$ cat src/rtl/core/adfp_pkg.sv
`timescale 1ns / 1ps

package adfp_pkg;

    // Field and datapath widths.
    localparam int CHAR_W  = 8;
    localparam int ACC_W   = 60;
    localparam int MANT_W  = 61;
    localparam int CNT_W   = 5;
    localparam int DIGIT_W = 4;

    // Largest number of decimal digits held in the accumulator.
    localparam logic [CNT_W-1:0] MAX_DIGITS = 5'd18;

    // Largest magnitude, ten to the eighteenth minus one.
    localparam logic [ACC_W-1:0] ACC_TOP = 60'd999999999999999999;

    // Any accumulator at or above ten to the seventeenth overflows on the next digit.
    localparam logic [ACC_W-1:0] ACC_SAT_FROM = 60'd100000000000000000;

    // Character codes.
    localparam logic [CHAR_W-1:0] CHAR_MINUS = 8'h2D;
    localparam logic [CHAR_W-1:0] CHAR_POINT = 8'h2E;
    localparam logic [CHAR_W-1:0] CHAR_ZERO  = 8'h30;
    localparam logic [CHAR_W-1:0] CHAR_NINE  = 8'h39;

    // Parse phases.
    typedef enum logic [1:0] {
        PH_START = 2'd0,
        PH_INT   = 2'd1,
        PH_FRAC  = 2'd2,
        PH_DONE  = 2'd3
    } t_phase;

    // Parser state carried from one character to the next.
    typedef struct packed {
        t_phase             phase;
        logic               neg;
        logic [ACC_W-1:0]   acc;
        logic [CNT_W-1:0]   frac_cnt;
        logic               ovf;
    } t_parse;

    localparam t_parse PARSE_CLEAR = '{
        phase:    PH_START,
        neg:      1'b0,
        acc:      '0,
        frac_cnt: '0,
        ovf:      1'b0
    };

endpackage

$ cat src/rtl/core/adfp_step.sv
`timescale 1ns / 1ps

module adfp_step (
    input  adfp_pkg::t_parse                 i_state,
    input  logic [adfp_pkg::CHAR_W-1:0]      i_char,
    input  logic [adfp_pkg::CNT_W-1:0]       i_frac_limit,
    output adfp_pkg::t_parse                 o_state
);

    logic                           is_digit;
    logic                           is_minus;
    logic                           is_point;
    logic [adfp_pkg::DIGIT_W-1:0]   digit;
    logic [adfp_pkg::CNT_W-1:0]     eff_limit;
    logic [adfp_pkg::CNT_W-1:0]     frac_inc;
    logic                           take;
    logic                           sat;
    logic [63:0]                    acc_wide;
    logic [63:0]                    acc_x10;
    logic [adfp_pkg::ACC_W-1:0]     acc_take;
    adfp_pkg::t_phase               n_phase;

    // Character classes.
    assign is_digit = (i_char >= adfp_pkg::CHAR_ZERO) && (i_char <= adfp_pkg::CHAR_NINE);
    assign is_minus = (i_char == adfp_pkg::CHAR_MINUS);
    assign is_point = (i_char == adfp_pkg::CHAR_POINT);
    assign digit    = i_char[adfp_pkg::DIGIT_W-1:0];

    // A limit of zero or above the block maximum means the block maximum.
    assign eff_limit = ((i_frac_limit == '0) || (i_frac_limit > adfp_pkg::MAX_DIGITS)) ?
                       adfp_pkg::MAX_DIGITS : i_frac_limit;
    assign frac_inc  = i_state.frac_cnt + 5'd1;

    // A digit is taken in every phase but done.
    assign take = is_digit && (i_state.phase != adfp_pkg::PH_DONE);

    // Multiply by ten as two shifts and an add, then add the digit.
    assign sat      = (i_state.acc >= adfp_pkg::ACC_SAT_FROM);
    assign acc_wide = {4'b0, i_state.acc};
    assign acc_x10  = (acc_wide << 3) + (acc_wide << 1) + {60'b0, digit};
    assign acc_take = sat ? adfp_pkg::ACC_TOP : acc_x10[adfp_pkg::ACC_W-1:0];

    // Next parse phase.
    always_comb begin
        n_phase = i_state.phase;
        case (i_state.phase)
            adfp_pkg::PH_START: begin
                if (is_minus || is_digit) begin
                    n_phase = adfp_pkg::PH_INT;
                end else if (is_point) begin
                    n_phase = adfp_pkg::PH_FRAC;
                end else begin
                    n_phase = adfp_pkg::PH_DONE;
                end
            end
            adfp_pkg::PH_INT: begin
                if (is_point) begin
                    n_phase = adfp_pkg::PH_FRAC;
                end else if (!is_digit) begin
                    n_phase = adfp_pkg::PH_DONE;
                end
            end
            adfp_pkg::PH_FRAC: begin
                if (!is_digit || (frac_inc >= eff_limit)) begin
                    n_phase = adfp_pkg::PH_DONE;
                end
            end
            default: begin
                n_phase = adfp_pkg::PH_DONE;
            end
        endcase
    end

    // Datapath updates that follow from the current phase and character.
    always_comb begin
        o_state       = i_state;
        o_state.phase = n_phase;
        if ((i_state.phase == adfp_pkg::PH_START) && is_minus) begin
            o_state.neg = 1'b1;
        end
        if (take) begin
            o_state.acc = acc_take;
            if (sat) begin
                o_state.ovf = 1'b1;
            end
        end
        if (take && (i_state.phase == adfp_pkg::PH_FRAC)) begin
            o_state.frac_cnt = frac_inc;
        end
    end

endmodule

$ cat src/rtl/core/ascii_decimal_to_fixed_point.sv
`timescale 1ns / 1ps
// A result is registered once the character marked last has passed the input register and been parsed.
// Throughput: one character per cycle while the input is not stalled, set by the single multiply-by-ten step.
// The input stalls only while a result is held by output stall and a last character waits.
// Reset (synchronous, active low) clears the parser, the fraction limit and both valid flags.

module ascii_decimal_to_fixed_point (
    input  logic                                   i_clk,
    input  logic                                   i_rst_n,
    // Character channel
    input  logic                                   i_valid,
    output logic                                   o_stall,
    input  logic [adfp_pkg::CHAR_W-1:0]            i_char_code,
    input  logic                                   i_last_char,
    // Result channel
    output logic                                   o_valid,
    input  logic                                   i_stall,
    output logic signed [adfp_pkg::MANT_W-1:0]     o_mantissa,
    output logic [adfp_pkg::CNT_W-1:0]             o_fraction_count,
    output logic                                   o_overflow,
    // Configuration channel
    input  logic                                   i_cfg_valid,
    output logic                                   o_cfg_ready,
    input  logic [adfp_pkg::CNT_W-1:0]             i_cfg_fraction_limit
);

    logic                               r_in_vld;
    logic [adfp_pkg::CHAR_W-1:0]        r_in_char;
    logic                               r_in_last;
    adfp_pkg::t_parse                   r_state;
    adfp_pkg::t_parse                   n_state;
    logic [adfp_pkg::CNT_W-1:0]         r_frac_limit;
    logic                               r_out_vld;
    logic [adfp_pkg::MANT_W-1:0]        r_out_mant;
    logic [adfp_pkg::CNT_W-1:0]         r_out_cnt;
    logic                               r_out_ovf;
    logic                               out_busy;
    logic                               proc_ok;
    logic [adfp_pkg::MANT_W-1:0]        mag;
    logic [adfp_pkg::MANT_W-1:0]        n_mant;

    // Handshake: a held result blocks only a waiting last character.
    assign out_busy    = r_out_vld && i_stall;
    assign proc_ok     = r_in_vld && !(r_in_last && out_busy);
    assign o_stall     = r_in_vld && r_in_last && out_busy;
    assign o_cfg_ready = 1'b1;

    // Parse step for the registered character.
    adfp_step u_step (
        .i_state      (r_state),
        .i_char       (r_in_char),
        .i_frac_limit (r_frac_limit),
        .o_state      (n_state)
    );

    // Signed mantissa from the updated magnitude.
    assign mag    = {1'b0, n_state.acc};
    assign n_mant = n_state.neg ? ('0 - mag) : mag;

    // Input register.
    always_ff @(posedge i_clk) begin
        if (!i_rst_n) begin
            r_in_vld <= 1'b0;
        end else if (!o_stall) begin
            r_in_vld <= i_valid;
        end
        if (i_valid && !o_stall) begin
            r_in_char <= i_char_code;
            r_in_last <= i_last_char;
        end
    end

    // Parser state and fraction limit register.
    always_ff @(posedge i_clk) begin
        if (!i_rst_n) begin
            r_state      <= adfp_pkg::PARSE_CLEAR;
            r_frac_limit <= '0;
        end else begin
            if (proc_ok) begin
                r_state <= r_in_last ? adfp_pkg::PARSE_CLEAR : n_state;
            end
            if (i_cfg_valid) begin
                r_frac_limit <= i_cfg_fraction_limit;
            end
        end
    end

    // Result register.
    always_ff @(posedge i_clk) begin
        if (!i_rst_n) begin
            r_out_vld <= 1'b0;
        end else if (proc_ok && r_in_last) begin
            r_out_vld <= 1'b1;
        end else if (!i_stall) begin
            r_out_vld <= 1'b0;
        end
        if (proc_ok && r_in_last) begin
            r_out_mant <= n_mant;
            r_out_cnt  <= n_state.frac_cnt;
            r_out_ovf  <= n_state.ovf;
        end
    end

    assign o_valid          = r_out_vld;
    assign o_mantissa       = r_out_mant;
    assign o_fraction_count = r_out_cnt;
    assign o_overflow       = r_out_ovf;

endmodule
$ cat config.mk
export PLATFORM = sky130hd
export DESIGN_NAME = ascii_decimal_to_fixed_point
export DESIGN_NICKNAME = d
export VERILOG_FILES = /design/src/rtl/core/adfp_pkg.sv /design/src/rtl/core/adfp_step.sv /design/src/rtl/core/ascii_decimal_to_fixed_point.sv
export SDC_FILE = /design/constraint.sdc
export NUM_CORES = 1
export LEC_CHECK = 0
export ABC_AREA = 1
export BUFFER_PORTS_ARGS = -buffer_cell sky130_fd_sc_hd__buf_2
export CAP_MARGIN = 20
export CORE_AREA = 8 8 191 193
export CTS_CLUSTER_SIZE = 40
export DETAILED_ROUTE_END_ITERATION = 12
export DIE_AREA = 0 0 199 201
export PLACE_DENSITY = 0.66
export SYNTH_ARGS = -nofsm -noshare
export SYNTH_HDL_FRONTEND = slang
export SYNTH_SLANG_ARGS = --single-unit
$ cat constraint.sdc
create_clock -name i_clk -period 3.7 [get_ports i_clk]
set_input_delay 0.37 -clock i_clk [delete_from_list [all_inputs] [get_ports i_clk]]
set_output_delay 0.37 -clock i_clk [all_outputs]
set_load 0.1 [all_outputs]
Word-level counts from Yosys, hierarchy flattened. Cells that the tools add are included. Widths: inputs -> output; s select.

Bits in latches: 0. Memory bits (writable): 0. Memories kept: 0. Register bits after elaboration: 152. Bits in read-only memories: 0. Output and inout bits: 70. Logic and storage cells: 68. Bits of input ports: 19.

Order comparisons: 5. Eq/ne operators: 8. Shift-type cells: 0. $mul: 0. Div/mod/pow operators: 0. Multiplexer cells: 17. Add/sub/neg operators: 4. Bitwise logic cells: 0. Reduce and logical (&&, ||, !) cells: 20.

Operator list (count): $mux 60 (3); $mux 69 (1); $sub 1x60->61 const A (1); $add 60x4->60 (1); $add 60x60->60 (1); $ge 60x57->1 const B (1); $eq 8x6->1 const B (2); $logic_and 1x1->1 (11); $mux 5 (2); $ge 8x6->1 const B (1); $le 8x6->1 const B (1); $mux 2 (4); $mux 1 (6); $pmux 2 s3 (1); $add 5x1->5 const B (1); $ge 5x5->1 (1); $gt 5x5->1 const B (1); $logic_not 5->1 (1); $ne 4x4->1 const B (1); $logic_not 1->1 (3); $logic_or 1x1->1 (3); $ne 3x2->1 const B (1); $reduce_and 3->1 (1); $eq 2x1->1 const B (1); 4 further kinds (4).

Longest topological paths before layout.
Depth after elaboration: 8. Mapped depth: 28. Gate-level depth less buffers: 28.

By module. From an unflattened synthesis, not the netlist that was laid out.

Cell total of the unflattened synthesis: 2284. Area total of the unflattened synthesis: 14637.8 µm².

By module, submodules not included: adfp_step (area each 7455.9 µm², seq. area each 0.0 µm², instances 1, cells each 1397); ascii_decimal_to_fixed_point (area each 7181.9 µm², seq. area each 3803.6 µm², instances 1, cells each 887).

Least setup slack after synthesis. No wires, ideal clock.

Path kind: register -> register. From: register r_in_char[3] in the netlist's numbering. To: register r_out_mant, in the netlist o_mantissa[51] (data pin). Stages on the path, launching flop included: 25. Arrival time: 3136 ps. Path slack: 311 ps. Path buffers: 0. Period minus slack after synthesis: 3389 ps. Setup time: 252 ps. Data required time: 3448 ps. Cells stage by stage: edfxtp_1 > inv_1 > fa_1 > fa_1 > inv_1 > nand3_1 > nand2_1 > nand2_1 > nand2_1 > nand2_1 > nand2_1 > xnor2_1 > nand2_1 > nand2_1 > nand2_1 > nor2_1 > nand2_1 > nor2_1 > nand2_1 > nor2_2 > nand3_1 > nand2_1 > nand2_1 > nand2_1 > nand2_1.

Word-level cells in the longest chain between the ends: 6. Elaborated cells on any way between the ends: 12. Those cells by class: 2 x add/sub; 2 x order compare; 1 x eq/ne; 4 x mux; 3 x reduce/logical.

RTL lines: from (decl) (RTL line ascii_decimal_to_fixed_point.sv:28) `logic [adfp_pkg::CHAR_W-1:0] r_in_char;`; from (signal assigned) (RTL line ascii_decimal_to_fixed_point.sv:68) `r_in_char <= i_char_code;`; parallel branches: the longest is 5 deep, another holds $sub 1x60->61; $mux 60 (*) (RTL line ascii_decimal_to_fixed_point.sv:58) `assign n_mant = n_state.neg ? ('0 - mag) : mag;`; net n_mant, one bit (RTL line ascii_decimal_to_fixed_point.sv:40) `logic [adfp_pkg::MANT_W-1:0] n_mant;`; to (signal assigned) (RTL line ascii_decimal_to_fixed_point.sv:98) `r_out_mant <= n_mant;`; to (decl) (RTL line ascii_decimal_to_fixed_point.sv:34) `logic [adfp_pkg::MANT_W-1:0] r_out_mant;`.

Mark *: on every way through the listed nets, which the timed path passes. A chain may end at the register's enable or synchronous reset.

Final worst setup path.
From: register r_in_char[3] in the netlist's numbering. To: register r_out_mant, in the netlist o_mantissa[54] (data pin).

Same word-level chain as after synthesis.

==> reports/results.md <==
| Step | Metric | Value |
| --- | --- | --- |
| critical path | Worst setup path startpoint | r_in_char[3] |
| synthesis | Xor/xnor share of the synthesized area | 0.0349 |
| place | Placed cell areas | 17700 µm² |
| timing | Post-route clock skew | 0.0159 ns |
| finish | Fraction of layout instances using a drive strength above 1 | 0.257 |
| synthesis | Share of the synthesized area in the top cell type | 0.248 |
| job | Number of max-capacitance violations reported | 0 |
| timing | Fmax | 269 MHz |
| synthesis | Count of flip-flops with a built-in enable after synthesis | 76 |
| synthesis | Synthesis Warnings | 0 |
| synthesis | Share of synthesized area spent on multiplexers | 0 |
| synthesis | Most area-hungry cell type in the Yosys netlist | nand2_1 |
| synthesis | Most numerous cell in the Yosys netlist | nand2_1 |
| timing | Minimum clock period after layout | 3.72 ns |
| clocking | Clock latency of the later-clocked register in the worst-skew pair | 0.45 ns |
| global route | Total global routing overflow | 0 |
| synthesis | Main combinational cell family by area after synthesis | simple AND/OR/NAND/NOR gates |
| die | Full die area | 40000 µm² |
| hold path | Startpoint of the most critical hold path | i_char_code[3] |
| die | Count of standard-cell rows | 67 |
| global route | GRT Overall Usage | 0.255 |
| synthesis | Flip-flop cell with the highest count after synthesis | edfxtp_1 |
| synthesis | Simple-gate share of the synthesized area | 0.408 |
| synthesis | Leading cell types by total area after synthesis | nand2_1, edfxtp_1, inv_1 |
| finish | Finished Cell Area | 19600 µm² |
| clocking | CTS tree | built |
| synthesis | Synth Cell Area | 14800 µm² |
| critical path | Largest fanout on the critical path | 4 |
| critical path | R2R Path Start | r_in_char[3] |
| die | Initial Utilization | 0.445 |
| timing | Final period utilization | 1.01 |
| hold path | Worst min-delay path class | input pin to register |
| clocking | Clock-pin transition on the worst setup and hold timing paths | 0.07 ns |
| timing | Worst-case setup margin in the final layout | -0.0224 ns |
| clocking | CTS root buffer | clkbuf_16 |
| critical path | Critical path capture point type | register |
| finish | Area delta synth->final | 32.7% |
| timing | RSZ-0062 raised after global routing | yes |
| routing | Post-detailed-route wirelength per cell | 15.8 µm |
| synthesis | Top cells by instance count after synthesis | nand2_1, inv_1, nor2_1, nand3_1, ha_1 |
| synthesis | Async S/R FF share, synth | 0 |
| global route | Antenna violations before repair | 0 |
| timing | Final number of max-transition violations | 0 |
| synthesis | Sequential-to-total area share from yosys stat | 0.257 |
| critical path | Worst EP required | 3.90 ns |
| synthesis | Post-synthesis instance total | 2483 |
| clocking | H-tree level count | 4 |
| finish | Area of the multi-input gates | 10200 µm² |
| finish | Count of non-filler cells in the finished layout | 3304 |
| timing | Transition time at the pin with the least slew margin | 0.867 ns |
| die | Overall die width | 199 µm |
| power and ir drop | Leakage component of the power | 0.0109 µW |
| clocking | Maximum buffer depth of the clock tree | 2 |
| global route | Via count of the first global-routing pass | 15353 |
| place | IO buf count | 87 |
| place | Placed wire-length estimate | 42500 µm |
| routing | Iteration-0 DRC count of the detailed router | 1062 |
| status | Outcome | complete, but fails checks |
| critical path | Type of element launching the critical path | register |
| die | Number of top-level design ports | 89 |
| synthesis | Synth Area in Compound Gates | 0.0674 |
| routing | Final antenna-violating net count | 0 |
| place | Weighted congestion reported at the end of routability-driven placement | 1.01 |
| clocking | Cts bufs inserted | 17 |
| die | Die Span Y | 201 µm |
| critical path | Category of the most critical setup path | register to register |
| timing | Hold Violations, Final | 0 |
| timing | Slew headroom | 0.420 |
| synthesis | Post-Synth Adder-Cell Area | 0.105 |
| synthesis | Count of state elements after synthesis | 152 |
| routing | Remaining DRCs | 0 |
| power and ir drop | Power per standard cell area | 231 nW/µm² |
| finish | Final nets | 2985 |
| finish | Total inserted antenna cells | 0 |
| synthesis | Count of distinct cell types in the synthesized netlist | 47 |
| routing | 1st-pass router iterations | 7 |
| synthesis | Number of nets produced by synthesis | 2625 |
| timing | Setup-failing EPs final | 2 |
| critical path | Data arrival time of the critical path | 3.92 ns |
| place | Placed Cells incl. Taps | 3253 |
| routing | Vias | 16504 |
| clocking | TritonCTS sink count | 152 |
| routing | Vias/cell | 5.00 |
| finish | Combined flip-flop and latch cell area | 3820 µm² |
| synthesis | Syn avg cell area | 5.96 µm² |
| status | Violations in the final reports | setup timing |
| die | Total core area | 33300 µm² |
| finish | Fill cell total of the finished layout | 3227 |
| global route | First-pass GRT wire length | 80600 µm |
| global route | Maximum number of pins on one net before global-route repair | 66 |
| routing | Routed wire length | 52100 µm |
| power and ir drop | Worst-case vdd ir drop | 0.321 mV |
## flip-flops by register name, indices dropped and copies added (netlist names)
name	count
o_fraction_count	5
o_mantissa	61
o_overflow	1
o_valid	1
r_frac_limit	5
r_in_char	8
r_in_last	1
r_in_vld	1
r_state	69
## cells in the final DEF (no fill, tap or decap), drive strengths merged, types with 29 or more instances in the layout
cell type  instances
o21ai             42
buf              382
inv              453
nand2            984
nand4             29
ha               121
dfxtp             76
nand3            142
a21oi            116
xor2              44
edfxtp            76
nor2             264
## cells by family after synthesis
| group | Yosys count |
|---|---|
| simple gates | 1476 |
| buf+inv | 491 |
| compound gates | 181 |
| flops | 152 |
| fa+ha+maj | 123 |
| xor+xnor | 59 |
| other cells | 1 |
## through the flow
| step | power, µW | worst slack, ns | utilization | setup TNS, ns | hold slack, ns |
|---|---|---|---|---|---|
| after floorplan | 2280 | 0.311 | - | 0 | 0.440 |
| after global placement | 2530 | -0.342 | 0.533 | -8.39 | 0.454 |
| after detailed placement | 2540 | -0.450 | 0.533 | -11.91 | 0.455 |
| after CTS | 4500 | 0.00229 | 0.563 | 0 | 0.0768 |
| after global routing | 4690 | -0.215 | 0.590 | -5.39 | 0.0854 |
| final | 4550 | -0.0224 | 0.590 | -0.0233 | 0.0948 |
## final timing paths
check | to | slack, ns | depth (start not counted)
worst max-delay path | o_mantissa[54] | -0.02 | 26
worst min-delay path | r_in_char[3] | 0.09 | 1
worst max register to register | o_mantissa[54] | -0.02 | 26
worst min register to register | r_state[5] | 0.46 | 2
## critical path, cell delays in order (launching register included)
cell	delay, ns
edfxtp_1	0.43
inv_2	0.09
fa_2	0.46
fa_2	0.43
inv_2	0.07
nand3_2	0.08
nand2_4	0.11
nand2_4	0.05
nand2_4	0.09
nand2_1	0.06
nand2_2	0.13
buf_4	0.12
nand2_1	0.10
nand3_1	0.10
nand2_1	0.05
nand3_1	0.10
nand2_1	0.11
inv_2	0.09
nand2_2	0.09
nor2_4	0.14
buf_4	0.13
buf_4	0.09
nand2_1	0.05
nand2_1	0.07
nand4_1	0.09
nand2_1	0.08
inv_1	0.04
## routing by layer
metal,up-vias,wire [µm],GRT usage,part of all wire
li1,8366,-,-,-
met1,7612,24800,0.364,0.48
met2,450,22600,0.391,0.43
met3,76,3210,0.0260,0.062
met4,0,1420,0.0900,0.027
met5,-,0,0,0
## what timing repair did
action / 4_1_cts / 5_1_grt
buffers inserted: 7 / 12
resized for setup: 86 / 241
hold buffers: 0 / 0
setup endpoints to repair: 48 / 48
pin swaps: 31 / 81
## where the power goes
group	leakage, µW	total (µW)	switching (µW)	internal, µW
clock	0.000309	1940	730	1210
sequential	0.00135	1810	16.3	1790
combinational	0.00926	800	531	268
total	0.0109	4550	1280	3270
## cell type report
type,instances,area share
Tap cell,448,0.0285
Sequential cell,152,0.194
Clock inverter,13,0.0111
Timing Repair Buffer,382,0.139
Clock buffer,19,0.0220
Inverter,450,0.0860
Multi-Input combinational cell,1840,0.519
Note: power is estimated with default switching activity, not from simulation.
